===== src/esd_pkg.sv =====
// esd_pkg: types, character constants and lookup functions for the escape decoder.
// No dependencies; imported by every module of the block.
package esd_pkg;

   localparam logic [7:0] CHAR_BACKSLASH = 8'h5C;
   localparam logic [7:0] CHAR_ZERO      = 8'h30;

   localparam int unsigned OUT_DEPTH      = 4;
   localparam int unsigned OUT_PTR_WIDTH  = $clog2(OUT_DEPTH);
   localparam int unsigned OUT_CNT_WIDTH  = $clog2(OUT_DEPTH + 1);

   typedef enum logic [1:0] {
      MODE_PLAIN = 2'd0,
      MODE_ESC   = 2'd1,
      MODE_ZERO  = 2'd2,
      MODE_HEX   = 2'd3
   } mode_type;

   typedef struct packed {
      logic [7:0] out_byte;
      logic       run_last;
      logic       string_done;
   } result_type;

   // results handed from the decoder to the output queue in one cycle
   typedef struct packed {
      logic [1:0] count;
      result_type first;
      result_type second;
   } push_type;

   typedef struct packed {
      logic       ok;
      logic [3:0] value;
   } hex_type;

   typedef struct packed {
      logic       ok;
      logic [7:0] value;
   } ctrl_type;

   function automatic hex_type hex_value(input logic [7:0] c);
      hex_type r;
      r.ok    = 1'b1;
      r.value = 4'd0;
      if (c >= 8'h30 && c <= 8'h39) begin
         r.value = c[3:0];
      end else if ((c >= 8'h41 && c <= 8'h46) || (c >= 8'h61 && c <= 8'h66)) begin
         r.value = c[3:0] + 4'd9;
      end else begin
         r.ok = 1'b0;
      end
      return r;
   endfunction

   function automatic ctrl_type control_byte(input logic [7:0] c);
      ctrl_type r;
      r.ok = 1'b1;
      case (c)
         8'h61:          r.value = 8'h07;
         8'h62:          r.value = 8'h08;
         8'h74:          r.value = 8'h09;
         8'h6E:          r.value = 8'h0A;
         8'h76:          r.value = 8'h0B;
         8'h66:          r.value = 8'h0C;
         8'h72:          r.value = 8'h0D;
         CHAR_BACKSLASH: r.value = CHAR_BACKSLASH;
         default: begin
            r.ok    = 1'b0;
            r.value = 8'h00;
         end
      endcase
      return r;
   endfunction

endpackage


===== src/escape_sequence_decoder.sv =====
// escape_sequence_decoder: top level of the backslash escape decoder.
// Depends on esd_pkg, esd_decode and esd_out_queue.
//
//   channel  | ports                                        | moves
//   ---------+----------------------------------------------+---------------------------
//   req      | req_valid, req_stall, req_in_char,           | one string character
//            | req_is_final                                 |
//   rsp      | rsp_valid, rsp_stall, rsp_out_byte,          | one decoded byte
//            | rsp_run_last, rsp_string_done                |
//
// A request transaction lands in the input register, is decoded once the
// output queue has room for two bytes, and its zero, one or two result
// bytes enter that four-entry queue. One character per cycle is taken
// while req_stall is low; a character that yields two bytes leaves the
// queue one byte at a time through its single-byte read port.
// Reset (synchronous) returns the escape state to plain text and empties
// the input register and the queue.
// rsp_stall holds the queue; req_stall rises only while the input register
// is full and the queue lacks room for two more bytes.
module escape_sequence_decoder (
   input  logic       clock,
   input  logic       reset,
   input  logic       req_valid,
   output logic       req_stall,
   input  logic [7:0] req_in_char,
   input  logic       req_is_final,
   output logic       rsp_valid,
   input  logic       rsp_stall,
   output logic [7:0] rsp_out_byte,
   output logic       rsp_run_last,
   output logic       rsp_string_done
);
   import esd_pkg::*;

   // input register
   logic       in_valid_ff, in_valid_in;
   logic [7:0] in_char_ff;
   logic       in_final_ff;

   logic       room;
   logic       dec_go;
   logic       req_take;
   push_type   push;
   result_type rsp_data;

   // decode advances whenever the queue can absorb the worst case of two bytes
   assign dec_go    = in_valid_ff && room;
   assign req_stall = in_valid_ff && !room;
   assign req_take  = req_valid && !req_stall;

   always_comb begin
      if (req_take) begin
         in_valid_in = 1'b1;
      end else if (dec_go) begin
         in_valid_in = 1'b0;
      end else begin
         in_valid_in = in_valid_ff;
      end
   end

   always_ff @(posedge clock) begin
      if (reset) begin
         in_valid_ff <= 1'b0;
      end else begin
         in_valid_ff <= in_valid_in;
      end
   end

   always_ff @(posedge clock) begin
      if (req_take) begin
         in_char_ff  <= req_in_char;
         in_final_ff <= req_is_final;
      end
   end

   esd_decode u_decode (
      .clock    (clock),
      .reset    (reset),
      .go       (dec_go),
      .in_char  (in_char_ff),
      .is_final (in_final_ff),
      .push     (push)
   );

   esd_out_queue u_out_queue (
      .clock     (clock),
      .reset     (reset),
      .push      (push),
      .room      (room),
      .rsp_valid (rsp_valid),
      .rsp_stall (rsp_stall),
      .rsp_data  (rsp_data)
   );

   assign rsp_out_byte    = rsp_data.out_byte;
   assign rsp_run_last    = rsp_data.run_last;
   assign rsp_string_done = rsp_data.string_done;

endmodule


===== src/esd_decode.sv =====
// esd_decode: escape state registers and the per-character decode logic.
// Depends on esd_pkg.
module esd_decode (
   input  logic              clock,
   input  logic              reset,
   input  logic              go,
   input  logic [7:0]        in_char,
   input  logic              is_final,
   output esd_pkg::push_type push
);
   import esd_pkg::*;

   mode_type   mode_ff, mode_in;
   logic [3:0] nibble_ff, nibble_in;

   hex_type    hex;
   ctrl_type   ctrl;
   logic       is_digit;
   logic [1:0] n;
   logic [7:0] b0, b1;

   assign hex      = hex_value(in_char);
   assign ctrl     = control_byte(in_char);
   assign is_digit = (in_char >= 8'h30) && (in_char <= 8'h39);

   always_ff @(posedge clock) begin
      if (reset) begin
         mode_ff   <= MODE_PLAIN;
         nibble_ff <= 4'd0;
      end else if (go) begin
         mode_ff   <= mode_in;
         nibble_ff <= nibble_in;
      end
   end

   always_comb begin
      mode_in   = mode_ff;
      nibble_in = nibble_ff;
      n         = 2'd0;
      b0        = 8'h00;
      b1        = 8'h00;
      unique case (mode_ff)
         MODE_PLAIN: begin
            if (in_char == CHAR_BACKSLASH && !is_final) begin
               mode_in = MODE_ESC;
            end else begin
               n  = 2'd1;
               b0 = in_char;
            end
         end
         MODE_ESC: begin
            if (is_digit) begin
               nibble_in = in_char[3:0];
               mode_in   = (in_char == CHAR_ZERO) ? MODE_ZERO : MODE_HEX;
               if (is_final) begin
                  n  = 2'd1;
                  b0 = {4'd0, in_char[3:0]};
               end
            end else if (ctrl.ok) begin
               mode_in = MODE_PLAIN;
               n       = 2'd1;
               b0      = ctrl.value;
            end else begin
               // unknown escape: backslash, then the character as plain text
               mode_in = MODE_PLAIN;
               n       = 2'd2;
               b0      = CHAR_BACKSLASH;
               b1      = in_char;
            end
         end
         MODE_ZERO: begin
            if (hex.ok) begin
               nibble_in = hex.value;
               mode_in   = MODE_HEX;
               if (is_final) begin
                  n  = 2'd1;
                  b0 = {4'd0, hex.value};
               end
            end else begin
               mode_in = MODE_PLAIN;
               b0      = 8'h00;
               if (in_char == CHAR_BACKSLASH && !is_final) begin
                  mode_in = MODE_ESC;
                  n       = 2'd1;
               end else begin
                  n  = 2'd2;
                  b1 = in_char;
               end
            end
         end
         MODE_HEX: begin
            mode_in = MODE_PLAIN;
            if (hex.ok) begin
               n  = 2'd1;
               b0 = {nibble_ff, hex.value};
            end else begin
               b0 = {4'd0, nibble_ff};
               if (in_char == CHAR_BACKSLASH && !is_final) begin
                  mode_in = MODE_ESC;
                  n       = 2'd1;
               end else begin
                  n  = 2'd2;
                  b1 = in_char;
               end
            end
         end
         default: begin
            mode_in = MODE_PLAIN;
         end
      endcase
      if (is_final) begin
         mode_in   = MODE_PLAIN;
         nibble_in = 4'd0;
      end
   end

   always_comb begin
      push.count               = go ? n : 2'd0;
      push.first.out_byte      = b0;
      push.first.run_last      = (n == 2'd1);
      push.first.string_done   = (n == 2'd1) && is_final;
      push.second.out_byte     = b1;
      push.second.run_last     = 1'b1;
      push.second.string_done  = is_final;
   end

endmodule


===== src/esd_out_queue.sv =====
// esd_out_queue: small result queue taking up to two results per cycle, one out.
// Depends on esd_pkg.
module esd_out_queue (
   input  logic                clock,
   input  logic                reset,
   input  esd_pkg::push_type   push,
   output logic                room,
   output logic                rsp_valid,
   input  logic                rsp_stall,
   output esd_pkg::result_type rsp_data
);
   import esd_pkg::*;

   result_type                 entry_ff [OUT_DEPTH];
   logic [OUT_PTR_WIDTH-1:0]   rd_ptr_ff, rd_ptr_in;
   logic [OUT_PTR_WIDTH-1:0]   wr_ptr_ff, wr_ptr_in;
   logic [OUT_CNT_WIDTH-1:0]   count_ff, count_in;
   logic                       pop;
   logic [OUT_PTR_WIDTH-1:0]   wr_next;

   assign rsp_valid = (count_ff != '0);
   assign pop       = rsp_valid && !rsp_stall;
   assign rsp_data  = entry_ff[rd_ptr_ff];
   assign room      = (count_ff <= OUT_CNT_WIDTH'(OUT_DEPTH - 2));
   assign wr_next   = wr_ptr_ff + OUT_PTR_WIDTH'(1);

   always_comb begin
      rd_ptr_in = rd_ptr_ff + OUT_PTR_WIDTH'(pop);
      wr_ptr_in = wr_ptr_ff + OUT_PTR_WIDTH'(push.count);
      count_in  = count_ff + OUT_CNT_WIDTH'(push.count) - OUT_CNT_WIDTH'(pop);
   end

   always_ff @(posedge clock) begin
      if (reset) begin
         rd_ptr_ff <= '0;
         wr_ptr_ff <= '0;
         count_ff  <= '0;
      end else begin
         rd_ptr_ff <= rd_ptr_in;
         wr_ptr_ff <= wr_ptr_in;
         count_ff  <= count_in;
      end
   end

   always_ff @(posedge clock) begin
      if (push.count != 2'd0) begin
         entry_ff[wr_ptr_ff] <= push.first;
      end
      if (push.count == 2'd2) begin
         entry_ff[wr_next] <= push.second;
      end
   end

endmodule


===== config.mk =====
export PLATFORM = sky130hd
export DESIGN_NAME = escape_sequence_decoder
export DESIGN_NICKNAME = d
export VERILOG_FILES = /design/src/esd_pkg.sv /design/src/escape_sequence_decoder.sv /design/src/esd_decode.sv /design/src/esd_out_queue.sv
export SDC_FILE = /design/constraint.sdc
export NUM_CORES = 1
export LEC_CHECK = 0
export ABC_AREA = 1
export ABC_CLOCK_PERIOD_IN_PS = 3800
export BUFFER_PORTS_ARGS = -buffer_cell sky130_fd_sc_hd__buf_2
export CORE_ASPECT_RATIO = 1.25
export CORE_MARGIN = 4
export CORE_UTILIZATION = 60
export CTS_BUF_LIST = sky130_fd_sc_hd__clkbuf_4 sky130_fd_sc_hd__clkbuf_8
export DETAILED_ROUTE_END_ITERATION = 10
export PLACE_DENSITY = 0.77
export SYNTH_ARGS = -nofsm -noshare
export SYNTH_HDL_FRONTEND = slang
export SYNTH_SLANG_ARGS = --single-unit

===== constraint.sdc =====
create_clock -name clock -period 3.8 [get_ports clock]
set_input_delay 0.38 -clock clock [delete_from_list [all_inputs] [get_ports clock]]
set_output_delay 0.38 -clock clock [all_outputs]
set_load 0.01 [all_outputs]

==> summary.md, run 1 <==
| Metric | Value |
|---|---|
| Status | complete, no violations |
| Slew @ Worst Pin | between 0.8 and 0.9 ns |
| IO buf count | 24 |
| Startpoint types | flip-flop |
| RSZ-0062 raised after global routing | no |
| R2R Path Start | in_char_ff[0] |
| Hold Path Class | in2reg |
| Clock sink total | 63 |
| #FFs+latches synth | 63 |
| Die height | 97.9 µm |
| Synth Area in Adders | 0.0342 |
| Worst Skew | ~0.0099 ns |
| Pwr Density | just under 500 nW/µm² |
| Sequential-to-total area share from yosys stat | 0.441 |
| Post-synth ARST share | 0 |
| Core Area | roughly 6200 µm² |
| Multiplexer share of the synthesized area | 0 |
| Synth Area in XOR/XNOR | 0.0158 |
| Syn_area_per_cell | 7.87 µm² |
| Largest family of logic cells by synthesized area | simple AND/OR/NAND/NOR gates |
| Area contributors post-synth | edfxtp_1 (35%), nand2_1 (9.7%), dfxtp_1 (9.3%) |
| GRT Total Usage | 0.256 |
| Filler Cell Count | about 530 |
| Share of layout cells above drive strength 1 | 0.147 |
| Count of pins over their slew limit | 0 |
| Setup slack after layout | 0.543 ns |
| Worst Hold Launch | req_in_char[7] |
| Place WS | roughly 0.61 ns |
| Max frequency | 307 MHz |
| Initial antenna violation count | 0 |
| Clock-pin slew on the worst setup and hold paths | about 0.070 ns |
| Leak | between 0.0015 and 0.002 µW |
| Final total negative setup slack | 0 ns |
| Grt total ovfl | 0 |
| Main synth FF type | edfxtp_1 |
| Clock tree from TritonCTS | done |
| Worst VDD drop | about 0.37 mV |
| Cell variety after synth | 39 |
| Worst-Skew Late Latency | around 0.34 ns |
| Cell area after synthesis | about 3900 µm² |
| Worst-path fanout max | 11 |
| WP data arrival | between 3 and 4 ns |
| Die W | roughly 80 µm |
| Number of global-route vias before repair | 3255 |
| Period Utilization, post-route | 0.857 |
| Yosys Warn Count | 0 |
| Total CTS buffers | 9 |
| First-pass GRT wire length | 15800 µm |
| Finished Core Util | 0.679 |
| Compound-gate portion of the synthesized area | 0.154 |
| Maxcap violations | 0 |
| Setup-failing EPs final | 0 |
| CTS Root Cell | clkbuf_8 |
| Via density | between 5 and 6 |
| Synth Net Count | around 520 |
| Required @ worst endpoint | 4.03 ns |
| H-tree depth | 3 |
| WS Path Type | reg2reg |
| Mapped Cells | roughly 500 |
| Routed WL | roughly 9500 µm |
| Rows | 32 |
| Drt drc | 0 |
| Commonest non-fill, non-tap cells in the layout | nand2_1 (100), nor2_1 (68), inv_1 (47), edfxtp_1 (45), o21ai_0 (40) |
| Critical path startpoint | in_char_ff[0] |
| Simple-Gate Fraction of Synth Area | 0.283 |
| Largest net degree at the start of global routing | 23 |
| Routability congestion estimate | around 0.95 |
| Hold Fails Final Rpt | 0 |
| Post-route ant nets | 0 |
| IO Pins | 25 |
| Post-synth EDFFs | between 40 and 50 |
| Synth area leader | edfxtp_1 |
| Vias | around 3400 |
| WL/cell | roughly 16 µm |
| Die area | approximately 8000 µm² |
| Setup Buffers After CTS | 0 |
| Hpwl dp | 7330 µm |
| ANT cells | 0 |
| Cells after DPL | 592 |
| Post-synth top area share | 0.348 |
| Final Non-Filler Cells | 608 |
| Initial core utilization | 0.621 |
| Area Growth Syn to Fin | 9.42% |
| Commonest non-fill, non-tap cell in the layout | nand2_1 |
| Cts repair resizes | 0 |
| Slew HR | 0.438 |
| Drt pass-1 iters | 5 |
| Endpoint class of the critical path | flip-flop |
| Hold buffer count at cts | 0 |
| Final #Nets | around 540 |
| DR iter-0 viols | between 300 and 400 |
| Clock Path Buffers | 2 |
| Tmin final | roughly 3.3 ns |
[routing by layer]
| metal | wire (µm) | GRT usage | vias to the layer above |
|---|---|---|---|
| met3 | 508 | 0.0526 | 37 |
| met2 | 4710 | 0.432 | 132 |
| met5 | 0 | 0 | - |
| met1 | 3990 | 0.316 | 1559 |
| li1 | - | - | 1716 |
| met4 | 299 | 0.101 | 0 |
[where the power goes]
group | switching (µW) | internal [µW] | leakage, µW
Sequential | 81.9 | 828 | 0.000553
Clock | 260 | 332 | 0.000101
Combinational | 393 | 214 | 0.00110
[layout make-up]
cell class,count,area (µm²),share of cell area
Clock buffer,12,153,0.0360
Inverter,54,203,0.0478
Sequential cell,63,1710,0.403
Clock inverter,4,46.3,0.0109
Tap cell,85,106,0.0251
Timing Repair Buffer,26,135,0.0318
Multi-Input combinational cell,364,1890,0.445
[cells by family after synthesis]
logic type,after synthesis
AND/OR/NAND/NOR,237
AO/OA/AOI/OAI,110
buffers and inverters,66
flip-flops,63
adder cells (fa/ha/maj),10
XOR/XNOR,7
[synthesized netlist by cell type (2+ instances only)]
cell and count:
a31oi_1 3, nand2_4 5, nor2_2 4, nand2_1 100, ha_1 9, nand2_2 7, a21oi_2 2, nand4_1 6
nor2_1 68, inv_1 47, xnor2_1 2, o21ai_1 31, nand3_1 33, o22ai_1 10, a21oi_1 17, o21ai_2 2
nor3_1 4, xor2_1 5, clkbuf_1 8, inv_2 7, o21ai_0 40, dfxtp_1 18, edfxtp_1 45, nand3_2 4
buf_6 2
[sequential cells by signal (all words and copies together), names as in the netlist]
signal	count
u_out_queue.entry_ff	40
in_char_ff	8
u_decode.nibble_ff	4
u_out_queue.count_ff	3
u_decode.mode_ff	2
u_out_queue.rd_ptr_ff	2
u_out_queue.wr_ptr_ff	2
in_final_ff	1
in_valid_ff	1
[critical path: stages, from the launching register on]
cell,delay [ns]
edfxtp_1,0.45
inv_1,0.16
ha_1,0.29
nand3b_1,0.20
nand3_2,0.21
nand3_2,0.28
inv_2,0.17
nand3_2,0.08
o21ai_2,0.11
nand2_4,0.15
ha_1,0.33
fa_1,0.44
xor2_1,0.17
inv_1,0.06
nor2_1,0.03
[worst paths after layout]
| check | to | slack [ns] | cells after the start |
|---|---|---|---|
| worst max-delay path | u_out_queue.count_ff[2] | 0.54 | 14 |
| worst min-delay path | in_char_ff[7] | 0.21 | 1 |
| worst max register to register | u_out_queue.count_ff[2] | 0.54 | 14 |
| worst min register to register | u_decode.nibble_ff[1] | 0.46 | 2 |
[per-stage QoR]
step	power [µW]	hold slack (ns)	instance area, µm²
after floorplan	1360	0.424	3880
after global placement	1510	0.450	4040
after detailed placement	1530	0.452	4040
after global routing	2250	0.196	4240
final	2110	0.208	4240
after CTS	2120	0.196	4240
Note: power is estimated with default switching activity, not from simulation.
==> run 2, diff against run 1 <==
--- a/config.mk
+++ b/config.mk
@@ -16,4 +16,5 @@
 export PLACE_DENSITY = 0.77
 export SYNTH_ARGS = -nofsm -noshare
 export SYNTH_HDL_FRONTEND = slang
+export SYNTH_HIERARCHICAL = 1
 export SYNTH_SLANG_ARGS = --single-unit
==> run 2 against run 1 <==
Against the previous run:
- worst setup slack got worse by 0.12 ns
- power increased by 0.53%
- synthesized area rose by 4.6%
- global-route usage about the same
- final cell count up 4.9%
- sequential share of layout area decreased by 0.79 points
- critical endpoint is now u_out_queue/count_ff[2]
- clock skew is 0.0012 ns lower
- largest cell class unchanged
==> summary.md, run 2 <==
| Metric | Value |
|---|---|
| Worst Skew | 0.00873 ns (-0.00119 ns) |
| #FFs+latches synth | 63 (unchanged) |
| Clock sink total | 63 (unchanged) |
| Initial antenna violation count | 0 (unchanged) |
| Via density | 5.60 (-1.1%) |
| WP data arrival | 3.62 ns (+0.14 ns) |
| Regs by FF count | u_out_queue/entry_ff: 40 flops, in_char_ff: 8 flops, u_decode/nibble_ff: 4 flops |
| Drt pass-1 iters | 5 (unchanged) |
| Clock-pin slew on the worst setup and hold paths | 0.07 ns (about the same) |
| Busiest grt layer | met2 |
| Drt drc | 0 (unchanged) |
| Largest net degree at the start of global routing | 25 (+8.7%) |
| Worst VDD drop | 0.264 mV (-28%) |
| Sw frac | 0.329 (-0.0196) |
| Leak | 0.00187 µW (+6.2%) |
| Biggest register | u_out_queue/entry_ff |
| Simple-Gate Fraction of Synth Area | 0.288 (+0.00479) |
| Total CTS buffers | 9 (unchanged) |
| H-tree depth | 3 (unchanged) |
| Area Growth Syn to Fin | 9.19% |
| Pwr Density | 479 nW/µm² (-3.7%) |
| WS Path Type | reg2reg |
| Met1 usage | 0.318 (+0.00113) |
| Die area | 8150 µm² (+4.2%) |
| Required @ worst endpoint | 4.05 ns (+0.02 ns) |
| Finished Core Util | 0.675 (-0.00462) |
| Post-synth ARST share | 0 (unchanged) |
| Share of layout cells above drive strength 1 | 0.172 (+0.0252) |
| Clock tree from TritonCTS | done |
| Pint | 1420 µW (+3.6%) |
| Setup Buffers After CTS | 0 (unchanged) |
| Synth Net Count | 541 (+4.8%) |
| Met3 usage | 0.0323 (-0.0203) |
| Main synth FF type | edfxtp_1 |
| R2R cell count | 19 (+5) |
| Status | complete, no violations |
| Slew HR | 0.599 (+0.161) |
| Maxcap violations | 0 (unchanged) |
| Vias | 3575 (+3.8%) |
| CTS Root Cell | clkbuf_8 |
| Worst-path fanout max | 8 (-3) |
| WL/cell | 15.3 µm (-2.0%) |
| Core Area | 6570 µm² (+5.1%) |
| GRT Total Usage | 0.256 (about the same) |
| Hpwl dp | 7120 µm (-3.0%) |
| Die W | 81.5 µm (+2.1%) |
| Final total negative setup slack | 0 ns (unchanged) |
| Combinational power share | 0.278 (-0.010) |
| Startpoint types | flip-flop |
| ANT cells | 0 (unchanged) |
| Count leader, synth | nand2_1 |
| RSZ-0062 raised after global routing | no |
| Routed WL | 9770 µm (+2.8%) |
| Cts repair resizes | 0 (unchanged) |
| Synth Area in Adders | 0.0265 (-0.00768) |
| M2 GR Usage | 0.435 (+0.00300) |
| Synth area leader | edfxtp_1 |
| Largest family of logic cells by synthesized area | simple AND/OR/NAND/NOR gates |
| Hold Path Class | in2reg |
| Die height | 99.9 µm (+2.1%) |
| Yosys Warn Count | 6 (+6) |
| Max frequency | 296 MHz (-3.6%) |
| Compound-gate portion of the synthesized area | 0.152 (-0.00185) |
| IO Pins | 25 (unchanged) |
| Worst-Skew Late Latency | 0.34 ns (about the same) |
| Sequential-to-total area share from yosys stat | 0.432 (-0.00960) |
| Period Utilization, post-route | 0.889 (+0.0321) |
| Commonest non-fill, non-tap cells in the layout | nand2_1 (119), nor2_1 (77), inv_1 (55), edfxtp_1 (49) |
| Post-route ant nets | 0 (unchanged) |
| Final #Nets | 567 (+4.8%) |
| Cell area after synthesis | 4060 µm² (+4.6%) |
| Hold Fails Final Rpt | 0 (unchanged) |
| Routability congestion estimate | 0.964 (+1.0%) |
| Initial core utilization | 0.618 (-0.00292) |
| Syn_area_per_cell | 7.80 µm² (-0.82%) |
| Most frequent cells after synthesis | nand2_1 (119), nor2_1 (77), inv_1 (55) |
| Slew @ Worst Pin | 0.601 ns (-0.239 ns) |
| DR iter-0 viols | 221 (-36%) |
| Hold Path Cell Cnt | 1 (unchanged) |
| Number of global-route vias before repair | 3373 (+3.6%) |
| Setup-failing EPs final | 0 (unchanged) |
| Area contributors post-synth | edfxtp_1 (36%), nand2_1 (11%), nor2_1 (7.1%) |
| Post-synth EDFFs | 49 (+8.9%) |
| Reg power frac | 0.411 (-0.020) |
| Commonest non-fill, non-tap cell in the layout | nand2_1 |
| Count of pins over their slew limit | 0 (unchanged) |
| Clock share of power | 0.311 (+0.030) |
| Rows | 33 (+3.1%) |
| Grt total ovfl | 0 (unchanged) |
| Post-synth top area share | 0.363 (+0.0142) |
| Hold buffer count at cts | 0 (unchanged) |
| Synth Area in XOR/XNOR | 0.00432 (-0.0115) |
| Mapped Cells | 520 (+5.5%) |
| Net Sw Power | 698 µW (-5.1%) |
| Multiplexer share of the synthesized area | 0 (unchanged) |
| Max reg flops | 40 (unchanged) |
| IO buf count | 24 (unchanged) |
| Endpoint class of the critical path | flip-flop |
| First-pass GRT wire length | 15900 µm (+0.65%) |
| Tmin final | 3.38 ns (+0.122 ns) |
| Cell variety after synth | 36 (-7.7%) |
| Clock Path Buffers | 2 (unchanged) |
## run 2: path summary, 6_finish.rpt
check	endpoint	slack, ns	from
worst max-delay path	u_out_queue/count_ff[2]	0.42	in_char_ff[0]
worst min-delay path	in_char_ff[3]	0.21	req_in_char[3]
worst max register to register	u_out_queue/count_ff[2]	0.42	in_char_ff[0]
worst min register to register	in_valid_ff	0.50	in_valid_ff
## run 2: layer usage
metal	routed length, µm	share of wire
met1	3980	0.41
met2	4990	0.51
met3	529	0.054
met4	265	0.027
met5	0	0
## run 2: kinds of logic after synthesis
kind of cell / after synthesis
other cells: 1
fa+ha+maj: 8
buf+inv: 80
flops: 63
compound gates: 106
simple gates: 260
xor+xnor: 2
## run 2: layout make-up
class                           instances  area, µm²
Timing Repair Buffer                   34        195
Inverter                               61        234
Multi-Input combinational cell        377       1910
Clock buffer                           11        145
Tap cell                               87        109
Sequential cell                        63       1750
Clock inverter                          5       81.3
Fill cell                             534       2140
## run 2: stage by stage
stage                     area (µm²)  worst slack (ns)  total power, µW  instances  hold WS (ns)
final                           4430             0.422             2120        638         0.208
after CTS                       4430             0.440             2130        638         0.200
after global routing            4430             0.151             2250        638         0.200
after floorplan                 4060             0.445             1300        520         0.449
after global placement          4200             0.520             1450        622         0.478
after detailed placement        4200             0.452             1470        622         0.496
## run 2: critical path, stage by stage, from the launching register on
cell and delay, ns:
edfxtp_1 0.43, inv_1 0.18, ha_1 0.28, inv_1 0.09, nor2_1 0.07, nand3_1 0.14
nand2_1 0.07, nor2_1 0.20, nand2_2 0.12, o21ai_2 0.14, inv_2 0.10, nor2_1 0.23
inv_2 0.11, ha_1 0.29, inv_1 0.05, fa_1 0.43, xor2_1 0.21, nand2_1 0.07
nand2_1 0.06, nor2_1 0.03
## run 2: power by group through the flow
stage | Sequential [µW] | Clock [µW] | Combinational, µW
floorplan | 871 | 0 | 428
global placement | 884 | 0 | 568
detailed placement | 886 | 0 | 587
CTS | 871 | 670 | 591
global route | 878 | 703 | 671
finish | 871 | 660 | 590
==> run 3, diff against run 2 <==
--- a/config.mk
+++ b/config.mk
@@ -8,12 +8,15 @@
 export ABC_AREA = 1
 export ABC_CLOCK_PERIOD_IN_PS = 3800
 export BUFFER_PORTS_ARGS = -buffer_cell sky130_fd_sc_hd__buf_2
+export CELL_PAD_IN_SITES_DETAIL_PLACEMENT = 1
+export CELL_PAD_IN_SITES_GLOBAL_PLACEMENT = 1
 export CORE_ASPECT_RATIO = 1.25
 export CORE_MARGIN = 4
-export CORE_UTILIZATION = 60
+export CORE_UTILIZATION = 47
 export CTS_BUF_LIST = sky130_fd_sc_hd__clkbuf_4 sky130_fd_sc_hd__clkbuf_8
 export DETAILED_ROUTE_END_ITERATION = 10
-export PLACE_DENSITY = 0.77
+export PLACE_DENSITY = 0.8
+export SLEW_MARGIN = 0
 export SYNTH_ARGS = -nofsm -noshare
 export SYNTH_HDL_FRONTEND = slang
 export SYNTH_HIERARCHICAL = 1
==> run 3 against run 2 <==
Against the previous run:
- combinational power decreased by 2%
- largest cell class unchanged
- power down 3.7%
- non-clock buffer count shrank 1
- largest power group unchanged
- die area grew 25%
==> summary.md, run 3 (synthesis results as in run 2) <==
| Metric | Value |
|---|---|
| Status | complete, no violations |
| Worst path bufs/invs | 5 (unchanged) |
| Critical path's largest stage delay | 0.44 ns (about the same) |
| Commonest non-fill, non-tap cell in the layout | nand2_1 |
| Hold buffer count at cts | 0 (unchanged) |
| Leak | 0.00184 µW (-1.5%) |
| Most Frequent Cell on Critical Path | nor2_1 |
| WS Path Type | reg2reg |
| Overall power | 2040 µW (-3.7%) |
| Final #Nets | 566 (-0.18%) |
| Commonest non-fill, non-tap cells in the layout | nand2_1 (119), nor2_1 (77), inv_1 (55), edfxtp_1 (49) |
| Routed WL | 11100 µm (+14%) |
| Startpoint types | flip-flop |
| R2R Path Start | in_char_ff[0] |
| Worst VDD drop | 0.221 mV (-16%) |
| Clock Path Buffers | 2 (unchanged) |
| CP top delay family | simple AND/OR/NAND/NOR gates |
| Post-route ant nets | 0 (unchanged) |
| Total CTS buffers | 9 (unchanged) |
| Max reg flops | 40 (unchanged) |
| Tmin final | 3.47 ns (+0.0940 ns) |
| Die height | 112 µm (+12%) |
| Worst Hold Launch | req_in_char[4] |
| WL/cell | 17.2 µm (+13%) |
| Worst R2R Setup Slack | 0.33 ns (-0.09 ns) |
| R2R cell count | 19 (unchanged) |
| Clock tree from TritonCTS | done |
| Hold Path Class | in2reg |
| Die area | 10200 µm² (+25%) |
| Pwr Density | 465 nW/µm² (-2.8%) |
| H-tree depth | 3 (unchanged) |
| Initial core utilization | 0.487 (-0.131) |
| GRT Total Usage | 0.229 (-0.0262) |
| Final Non-Filler Cells | 646 (+1.3%) |
| DR iter-0 viols | 137 (-38%) |
| ANT cells | 0 (unchanged) |
| Number of global-route vias before repair | 3836 (+14%) |
| Max frequency | 288 MHz (-2.7%) |
| Share of layout cells above drive strength 1 | 0.166 (-0.00666) |
| Worst-Skew Late Latency | 0.36 ns (+0.02 ns) |
| Slowest cell on the critical path | edfxtp_1 |
| CTS Root Cell | clkbuf_8 |
| IO Pins | 25 (unchanged) |
| Clock-pin slew on the worst setup and hold paths | 0.07 ns (about the same) |
| Hold Fails Final Rpt | 0 (unchanged) |
| Worst Skew | 0.0109 ns (+0.00212 ns) |
| Worst reg2reg endpoint | u_out_queue/count_ff[2] |
| Cts repair resizes | 0 (unchanged) |
| Initial antenna violation count | 0 (unchanged) |
| Drt drc | 0 (unchanged) |
| Rows | 37 (+12%) |
| Final total negative setup slack | 0 ns (unchanged) |
| Vias | 3658 (+2.3%) |
| Hold Path Cell Cnt | 1 (unchanged) |
| Endpoint class of the critical path | flip-flop |
| Setup Buffers After CTS | 0 (unchanged) |
| Biggest register | u_out_queue/entry_ff |
| RSZ-0062 raised after global routing | no |
| Slew @ Worst Pin | 0.798 ns (+0.197 ns) |
| Drt pass-1 iters | 4 (-1) |
| Area Growth Syn to Fin | 8.20% |
| Period Utilization, post-route | 0.914 (+0.0247) |
| Largest net degree at the start of global routing | 25 (unchanged) |
| Slew HR | 0.467 (-0.132) |
| Maxcap violations | 0 (unchanged) |
| Die W | 91.1 µm (+12%) |
| Core Area | 8330 µm² (+27%) |
| Required @ worst endpoint | 4.06 ns (about the same) |
| First-pass GRT wire length | 18400 µm (+16%) |
| Cells after DPL | 631 (+1.4%) |
| Worst-path fanout max | 8 (unchanged) |
| Filler Cell Count | 1080 (+100%) |
| Critical path startpoint | in_char_ff[0] |
| Routability congestion estimate | 0.942 (-2.3%) |
| Clock sink total | 63 (unchanged) |
| WP data arrival | 3.73 ns (+0.11 ns) |
| Worst Hold End | in_char_ff[4] |
| CP cell instances | inv_1 > ha_1 > inv_1 > nor2_1 > nand3_1 > nand2_1 > nor2_1 > nand2_2 > o21ai_2 > inv_2 > nor2_1 > inv_2 > ha_1 > inv_1 > fa_1 > xor2_1 > nand2_1 > nand2_1 > nor2_1 |
| IO buf count | 24 (unchanged) |
| Setup-failing EPs final | 0 (unchanged) |
| Hpwl dp | 8530 µm (+20%) |
| Via density | 5.66 (+1.1%) |
| Grt total ovfl | 0 (unchanged) |
| Regs by FF count | u_out_queue/entry_ff: 40 flops, in_char_ff: 8 flops, u_decode/nibble_ff: 4 flops |
| Count of pins over their slew limit | 0 (unchanged) |
## run 3: changes by cell type in the layout (fill, tap and decap cells not counted)
cell / before / now
buf_4: 10 / 9
bufinv_16: 2 / 1
clkbuf_8: 10 / 9
clkinv_1: 0 / 2
clkinv_4: 1 / 0
## run 3: per-stage QoR
| stage | hold slack, ns | instance area (µm²) | utilization | setup slack (ns) |
|---|---|---|---|---|
| after floorplan | 0.449 | 4060 | - | 0.445 |
| after global placement | 0.480 | 4210 | 0.505 | 0.588 |
| after detailed placement | 0.496 | 4210 | 0.505 | 0.367 |
| after CTS | 0.174 | 4390 | 0.527 | 0.357 |
| after global routing | 0.184 | 4390 | 0.527 | 0.0220 |
| final | 0.188 | 4390 | 0.527 | 0.328 |
## run 3: final cells by class
cell class	count	area [µm²]	share of cell area
clock inverters	5	50.0	0.0114
multi-input cells	377	1910	0.436
well taps	97	121	0.0277
flip-flops and latches	63	1750	0.399
clock buffers	10	131	0.0299
inverters	61	234	0.0533
repair buffers	33	188	0.0428
## run 3: how the worst max path moves through the flow
stage                                             to  slack, ns  cells past startpoint
final                        u_out_queue/count_ff[2]       0.33                     19
after global routing         u_out_queue/count_ff[2]       0.02                     19
after CTS                    u_out_queue/count_ff[2]       0.36                     19
after detailed placement     u_out_queue/count_ff[2]       0.37                     19
after global placement       u_out_queue/count_ff[2]       0.59                     19
after floorplan           u_out_queue/entry_ff[0][0]       0.44                     13
## run 3: where the power goes
group          switching, µW  internal (µW)
logic                    377            202
clock network            269            301
registers               69.7            824
total                    716           1330
## run 3: metal layers
layer	track usage	share of wire	vias up	wire [µm]
met3	0.0351	0.034	24	381
met1	0.263	0.41	1775	4600
met4	0.122	0.031	0	348
met2	0.407	0.52	82	5810
li1	-	-	1777	-
met5	0	0	-	0
